<file path="src/hdl/mlpq_pkg.sv">
// shared types and constants of the multilevel priority fifo
package mlpq_pkg;

  // default configuration
  localparam int DEF_LOWEST_LEVEL = 1;
  localparam int DEF_LEVELS       = 8;
  localparam int DEF_LEVEL_DEPTH  = 16;
  localparam int DEF_TAG_BITS     = 16;

  // field widths of the request and result
  localparam int PRIO_W = 4;
  localparam int TAG_W  = 16;

  // command codes
  localparam logic CMD_INSERT = 1'b0;
  localparam logic CMD_POP    = 1'b1;

  // result status codes
  typedef enum logic [1:0] {
    ST_OK    = 2'd0,
    ST_RANGE = 2'd1,
    ST_FULL  = 2'd2,
    ST_EMPTY = 2'd3
  } status_t;

  // sequencer states
  typedef enum logic {
    S_IDLE,
    S_POP
  } fsm_state_t;

  // one request
  typedef struct packed {
    logic              command;
    logic [PRIO_W-1:0] priority_req;
    logic [TAG_W-1:0]  tag;
  } req_t;

  // one result
  typedef struct packed {
    status_t           status;
    logic [TAG_W-1:0]  popped_tag;
    logic [PRIO_W-1:0] popped_level;
    logic              not_empty;
  } result_t;

  // pointer update for one level
  typedef struct packed {
    logic              push;
    logic              pop;
    logic [PRIO_W-1:0] level;
  } lvl_op_t;

endpackage

</file>
<file path="src/hdl/mlpq_level_ctl.sv">
// per-level head, tail and count registers with top level search
module mlpq_level_ctl
  import mlpq_pkg::*;
#(
  parameter int LEVELS      = DEF_LEVELS,
  parameter int LEVEL_DEPTH = DEF_LEVEL_DEPTH,
  localparam int LVL_W  = $clog2(LEVELS),
  localparam int SLOT_W = (LEVEL_DEPTH > 1) ? $clog2(LEVEL_DEPTH) : 1,
  localparam int CNT_W  = $clog2(LEVEL_DEPTH + 1)
) (
  input  logic              clk,
  input  logic              rst,
  input  lvl_op_t           op,
  output logic [LEVELS-1:0] occupied,
  output logic [LVL_W-1:0]  top_level,
  output logic              full,
  output logic [SLOT_W-1:0] head_slot,
  output logic [SLOT_W-1:0] tail_slot
);

  logic [SLOT_W-1:0] head  [LEVELS];
  logic [SLOT_W-1:0] tail  [LEVELS];
  logic [CNT_W-1:0]  count [LEVELS];
  logic [LVL_W-1:0]  sel;

  assign sel = op.level[LVL_W-1:0];

  // pointers and fill of the addressed level
  assign head_slot = head[sel];
  assign tail_slot = tail[sel];
  assign full      = (count[sel] == CNT_W'(LEVEL_DEPTH));

  // per-level occupancy and highest occupied level
  always_comb begin
    top_level = '0;
    for (int i = 0; i < LEVELS; i++) begin
      occupied[i] = (count[i] != '0);
      if (occupied[i]) begin
        top_level = LVL_W'(i);
      end
    end
  end

  // wrap a slot index at the fifo depth
  function automatic logic [SLOT_W-1:0] next_slot(input logic [SLOT_W-1:0] slot);
    next_slot = (slot == SLOT_W'(LEVEL_DEPTH - 1)) ? '0 : slot + 1'b1;
  endfunction

  // pointer and count update
  always_ff @(posedge clk) begin
    if (rst) begin
      for (int i = 0; i < LEVELS; i++) begin
        head[i]  <= '0;
        tail[i]  <= '0;
        count[i] <= '0;
      end
    end else if (op.push) begin
      tail[sel]  <= next_slot(tail[sel]);
      count[sel] <= count[sel] + 1'b1;
    end else if (op.pop) begin
      head[sel]  <= next_slot(head[sel]);
      count[sel] <= count[sel] - 1'b1;
    end
  end

endmodule

</file>
<file path="src/hdl/multilevel_priority_fifo_core.sv">
// multilevel priority fifo: one fifo per level in a shared entry memory
// insert: result strobe in the next cycle, busy stays low, one insert per cycle unless busy
// pop of a queued entry: entry memory read is registered, busy is high one cycle and blocks
//   requests, result strobe follows the read; empty pop answers like an insert
// results are strobed for one cycle and cannot be stalled
// synchronous reset empties every level at once; the entry memory is not cleared
module multilevel_priority_fifo_core
  import mlpq_pkg::*;
#(
  parameter int LOWEST_LEVEL = DEF_LOWEST_LEVEL,
  parameter int LEVELS       = DEF_LEVELS,
  parameter int LEVEL_DEPTH  = DEF_LEVEL_DEPTH,
  parameter int TAG_BITS     = DEF_TAG_BITS
) (
  input  logic    clk,
  input  logic    rst,
  input  logic    start,
  output logic    busy,
  input  req_t    req,
  output logic    done,
  output result_t result
);

  localparam int LVL_W     = $clog2(LEVELS);
  localparam int SLOT_W    = (LEVEL_DEPTH > 1) ? $clog2(LEVEL_DEPTH) : 1;
  localparam int MEM_DEPTH = LEVELS * LEVEL_DEPTH;
  localparam int ADDR_W    = $clog2(MEM_DEPTH);

  fsm_state_t         state, state_next;
  logic               accept;
  logic               is_pop;
  logic               in_range;
  logic [LVL_W-1:0]   ins_lv;
  logic [LVL_W-1:0]   top_level;
  logic [LEVELS-1:0]  occupied;
  logic               any_queued;
  logic               full;
  logic [SLOT_W-1:0]  head_slot;
  logic [SLOT_W-1:0]  tail_slot;
  logic [LVL_W-1:0]   op_lv;
  lvl_op_t            op;
  logic               do_push;
  logic               do_pop;
  logic [ADDR_W-1:0]  lv_base;
  logic [ADDR_W-1:0]  mem_addr;
  logic [TAG_BITS-1:0] mem [MEM_DEPTH];
  logic [TAG_BITS-1:0] rd_data;
  logic [PRIO_W-1:0]  pop_level, pop_level_next;
  logic               done_next;
  result_t            result_next;

  // request decode
  assign accept   = start && !busy;
  assign is_pop   = (req.command == CMD_POP);
  assign in_range = (6'(req.priority_req) >= 6'(LOWEST_LEVEL)) &&
                    (6'(req.priority_req) <  6'(LOWEST_LEVEL + LEVELS));
  assign ins_lv   = LVL_W'(req.priority_req - PRIO_W'(LOWEST_LEVEL));
  assign any_queued = |occupied;

  // level pointer control
  assign op_lv      = is_pop ? top_level : ins_lv;
  assign do_push    = accept && !is_pop && in_range && !full;
  assign do_pop     = accept && is_pop && any_queued;
  assign op         = '{push: do_push, pop: do_pop, level: PRIO_W'(op_lv)};

  mlpq_level_ctl #(
    .LEVELS      (LEVELS),
    .LEVEL_DEPTH (LEVEL_DEPTH)
  ) u_level_ctl (
    .clk       (clk),
    .rst       (rst),
    .op        (op),
    .occupied  (occupied),
    .top_level (top_level),
    .full      (full),
    .head_slot (head_slot),
    .tail_slot (tail_slot)
  );

  // entry address: level base plus slot
  assign lv_base  = ADDR_W'(ADDR_W'(op_lv) * ADDR_W'(LEVEL_DEPTH));
  assign mem_addr = lv_base + ADDR_W'(is_pop ? head_slot : tail_slot);

  // entry memory, one access per cycle, registered read
  always_ff @(posedge clk) begin
    if (do_push) begin
      mem[mem_addr] <= TAG_BITS'(req.tag);
    end
    if (do_pop) begin
      rd_data <= mem[mem_addr];
    end
  end

  // next state
  always_comb begin
    state_next = state;
    unique case (state)
      S_IDLE: begin
        if (do_pop) begin
          state_next = S_POP;
        end
      end
      S_POP: begin
        state_next = S_IDLE;
      end
      default: state_next = S_IDLE;
    endcase
  end

  // outputs and result assembly
  always_comb begin
    busy           = 1'b0;
    done_next      = 1'b0;
    result_next    = '0;
    pop_level_next = pop_level;
    unique case (state)
      S_IDLE: begin
        if (accept) begin
          done_next = !do_pop;
          if (is_pop) begin
            pop_level_next = PRIO_W'(top_level) + PRIO_W'(LOWEST_LEVEL);
            result_next.status = ST_EMPTY;
          end else if (!in_range) begin
            result_next.status    = ST_RANGE;
            result_next.not_empty = any_queued;
          end else if (full) begin
            result_next.status    = ST_FULL;
            result_next.not_empty = any_queued;
          end else begin
            result_next.status    = ST_OK;
            result_next.not_empty = 1'b1;
          end
        end
      end
      S_POP: begin
        busy                     = 1'b1;
        done_next                = 1'b1;
        result_next.status       = ST_OK;
        result_next.popped_tag   = TAG_W'(rd_data);
        result_next.popped_level = pop_level;
        result_next.not_empty    = any_queued;
      end
      default: busy = 1'b0;
    endcase
  end

  // control registers
  always_ff @(posedge clk) begin
    if (rst) begin
      state <= S_IDLE;
      done  <= 1'b0;
    end else begin
      state <= state_next;
      done  <= done_next;
    end
  end

  // payload registers
  always_ff @(posedge clk) begin
    result    <= result_next;
    pop_level <= pop_level_next;
  end

endmodule

</file>
<file path="config.mk">
export PLATFORM = sky130hd
export DESIGN_NAME = multilevel_priority_fifo_core
export DESIGN_NICKNAME = d
export VERILOG_FILES = /design/src/hdl/mlpq_pkg.sv /design/src/hdl/mlpq_level_ctl.sv /design/src/hdl/multilevel_priority_fifo_core.sv
export SDC_FILE = /design/constraint.sdc
export NUM_CORES = 2
export LEC_CHECK = 0
export ABC_AREA = 1
export ABC_CLOCK_PERIOD_IN_PS = 6200
export BUFFER_PORTS_ARGS = -buffer_cell sky130_fd_sc_hd__buf_2
export CAP_MARGIN = 30
export CELL_PAD_IN_SITES_DETAIL_PLACEMENT = 0
export CELL_PAD_IN_SITES_GLOBAL_PLACEMENT = 2
export CORE_MARGIN = 4
export CORE_UTILIZATION = 45
export CTS_CLUSTER_SIZE = 20
export DETAILED_ROUTE_END_ITERATION = 8
export MAX_ROUTING_LAYER = met4
export PLACE_DENSITY_LB_ADDON = 0.1
export SKIP_LAST_GASP = 1
export SLEW_MARGIN = 0
export SYNTH_ARGS = -nofsm -noshare
export SYNTH_HDL_FRONTEND = slang
export SYNTH_SLANG_ARGS = --single-unit
</file>
<file path="constraint.sdc">
create_clock -name clk -period 6.2 [get_ports clk]
set_input_delay 0.62 -clock clk [delete_from_list [all_inputs] [get_ports clk]]
set_output_delay 0.62 -clock clk [all_outputs]
set_load 0.02 [all_outputs]
</file>
==> results.cfg <==
[run_status]
status = finished clean

[critical_path]
criticalPathCategory = reg2reg
r2r_cells = 26
rrSetupSlack_ns = 0.56
crit_fanout = 93
endpoint_kind = flop
required_ns = 6.81
timing.rr.start = u_level_ctl.count[2][3]
rr_endpoint = rd_data[4]
crit_arrival_ns = 6.26
startpoint_type = flop

[synthesis]
yosysWarnings = 0
synth_seq_area_share_pct = 68.8
ys_ff_latch = 2197
synth_fp_nets = 8695
netlist_instances = 8665
synthesis.area_sq_um = 95600
synth_top_area_cell = edfxtp_1
synth.avg_cell_area_sq_um = 11.0
ys_types = 40
yosys-top-cells-area = edfxtp_1 68%, nand2_1 8.0%, inv_1 5.4%, nand3_1 5.2%, nand3b_1 5.2%
synth_top_area_share_pct = 68.2

[sta]
timing.hold.ws_ns = 0.111
finalHoldViolations = 0
skew_ns = 0.0285
clock.fmax_mhz = 177
layout_setup_ws_ns = 0.556
timing.final.crit_share_pct = 91.0
maxSlewViolCount = 0
finalSetupViolations = 0
tns_ns = 0
slew_headroom_pct = 31.1
worst_slew_pin_slew_ns = 1.03
min_period_ns = 5.64
rsz0062_at_grt = false

[die]
fp-row-count = 168
core-area_sq_um = 210000
die_h_um = 469
initial_core_util_pct = 45.4
die-area_sq_um = 220000
die_x_um = 469
io_pins = 49

[min_path]
hp-start = start
hold_depth = 3
hold-path-endpoint = result[0]
hold_path_class = in2reg

[clock_network]
numCtsBuffers = 232
cts_max_path_buffers = 3
root_buffer = clkbuf_16
cts_max_level = 4
insertion_delay_ns = 0.87
clock-sinks = 2197
clk_pin_slew_ns = 0.06
hold_buffers = 2
cts-resized-gates = 0
cts_tree = yes
cts_setup_buffers = 0

[grt]
gr-usage-met1_pct = 37.5
grt_usage_pct = 27.1
grt_overflow = 0
grtUsageMet2_pct = 42.7
met3_usage_pct = 3.20
grt_max_degree = 167
antenna_found_initial = 17
grt_pass1_wl_mm = 422
first_global_vias = 59400
busiest_layer = met2

[detailed_routing]
post-route-drc-count = 0
viasPerCell = 5.27
num_vias = 62300
drt_pass1_iterations = 6
finalWirelength_mm = 290
drt_iter0_drc = 5846
avgRoutedWirePerCell_um = 24.6
drtAntennaViolNets = 0

[power]
powerDensity_nw_per_um2 = 330
comb_power_share_pct = 15.1
power_frac_clock_pct = 38.7
p_seq_share_pct = 46.2
ir_drop_uv = 301
p_sw_share_pct = 27.8
p_leak_nw = 43.1
switching_power_mw = 9.87
internal-power_mw = 25.7

[layout]
drive_gt1_share_pct = 8.44
nNetsFinal = 8821
final-seq-area_sq_um = 65700
syn_to_final_growth_pct = 12.8
multi_input_area_sq_um = 22400
fillers = 18600

[placement]
io_buffers = 48
place.gp.congestion = 0.856
dpl.hpwl_mm = 169
pre_cts_ws_ns = 0.479

[run]
cap_violations = 0
==> flip-flops by register name, indices dropped and copies added (netlist names) <==
register	count
rd_data	16
pop_level	4
done	1
mem	2048
state	1
u_level_ctl.head	32
u_level_ctl.count	40
u_level_ctl.tail	32
result	23
==> cell type report <==
class | count | area share, %
antenna | 25 | 0.0580
clock buffer | 283 | 5.66
clock inverter | 148 | 1.27
inverter | 1378 | 4.81
multi-input combinational | 4620 | 20.8
sequential | 2197 | 61.0
tap | 2805 | 3.26
timing repair buffer | 362 | 3.17
==> critical path, stage by stage (launching register included) <==
cell and delay, ns:
edfxtp_1 0.39, nor2_1 0.12, nand2_1 0.07, nor2_2 0.11
nand2_1 0.07, nand2_1 0.06, nand2_1 0.06, nand2_1 0.06
nand2_1 0.11, nand3_4 0.26, nand2_4 0.35, nand3b_1 0.19
nand2_1 0.07, nor2_1 0.23, nand3_4 0.27, nand2_8 0.38
buf_12 0.36, buf_4 0.48, nand2_1 0.11, nand3_1 0.11
nand2_1 0.09, o21ai_1 0.34, nand2_1 0.30, nor2_1 0.42
nor2_1 0.08, nor2_1 0.12, nand2_1 0.06
==> kinds of logic after synthesis <==
| logic type | share of synthesized area, % |
|---|---|
| AOI/OAI and AO/OA | 1.75 |
| and+or+nand+nor | 21.5 |
| buffers and inverters | 7.88 |
| xor gates and xnor gates | 0.0641 |
| adders and majority gates | 0.0785 |
| DFF | 68.8 |
==> stage by stage <==
step	power [mW]	instance area, sq um	util, %	instances
floorplan	19.7	95600	-	8665
global placement	22.2	100000	47.6	11400
detailed placement	22.2	100000	47.6	11400
CTS	35.9	108000	51.2	11800
global route	36.9	108000	51.2	11800
finish	35.6	108000	51.2	11800
==> cells in the mapped netlist <==
cell type  number
o21ai_4         1
clkbuf_1      109
clkinv_2        1
buf_2         314
nand3_4         2
xor2_1          2
nand2_4         2
nor2_4          8
o21ai_0        50
o22ai_1         9
dfxtp_1        25
nor2_1        442
nand2_2         9
ha_1            6
buf_4          18
nand3_1       999
nand2_1      2049
a21oi_1         3
a22o_1          4
nor2_2          5
a21oi_4         2
buf_8           1
nor4_1          1
o21ai_1       138
a221oi_1        7
nand3b_1      665
xnor2_1         5
a211oi_2        2
buf_1          12
nand4_1       105
nand3_2         6
or2_0          32
edfxtp_1     2172
nand2_8         1
buf_6          16
inv_1        1363
o21ai_2         1
inv_4           1
inv_2          13
o211ai_1       64
==> cell usage in the layout (no fill, tap or decap), types with 6 or more instances in the layout <==
cell       netlist  routed
edfxtp_1      2172    2172
nand2_1       2049    2049
inv_1         1363    1363
nand3_1        999     994
nand3b_1       665     665
nor2_1         442     428
buf_4           18     256
clkbuf_16        0     237
o21ai_1        138     138
nand4_1        105     105
o211ai_1        64      64
clkinv_1         0      59
buf_12           0      54
clkinv_2         1      52
o21ai_0         50      50
clkbuf_1       109      46
or2_0           32      32
buf_2          314      32
diode_2          0      25
bufinv_16        0      25
dfxtp_1         25      25
buf_6           16      16
nor2_2           5      14
nor2_4           8      13
inv_2           13      13
nand3_2          6       9
nand2_2          9       9
o22ai_1          9       9
a221oi_1         7       7
ha_1             6       6
==> power by group through the flow <==
stage | Clock (mW) | Combinational [mW] | Sequential [mW]
2_1_floorplan | 0 | 3.00 | 16.7
3_3_place_gp | 0 | 5.40 | 16.8
3_5_place_dp | 0 | 5.41 | 16.8
4_1_cts | 14.0 | 5.42 | 16.4
5_1_grt | 14.7 | 5.84 | 16.4
6_report | 13.8 | 5.37 | 16.4
==> metal layers <==
metal  vias up  part of all wire, %
li1      29200                    -
met1     30900                   44
met2      1814                   48
met3       375                  5.5
met4         0                  2.7
met5         -                    0
==> worst max-delay path by stage <==
| stage | from | to | slack (ns) | cells past startpoint |
|---|---|---|---|---|
| 6_report | u_level_ctl.count[2][3] | rd_data[4] | 0.56 | 26 |
| 3_3_place_gp | u_level_ctl.count[2][2] | rd_data[4] | 0.41 | 26 |
| 2_1_floorplan | req[17] | mem[106][0] | 2.23 | 18 |
| 5_1_grt | u_level_ctl.count[2][3] | rd_data[10] | 0.09 | 26 |
| 3_5_place_dp | u_level_ctl.count[2][3] | rd_data[4] | 0.48 | 26 |
| 4_1_cts | u_level_ctl.count[2][3] | rd_data[4] | 0.47 | 26 |
Power figures use the tool's default switching activity.
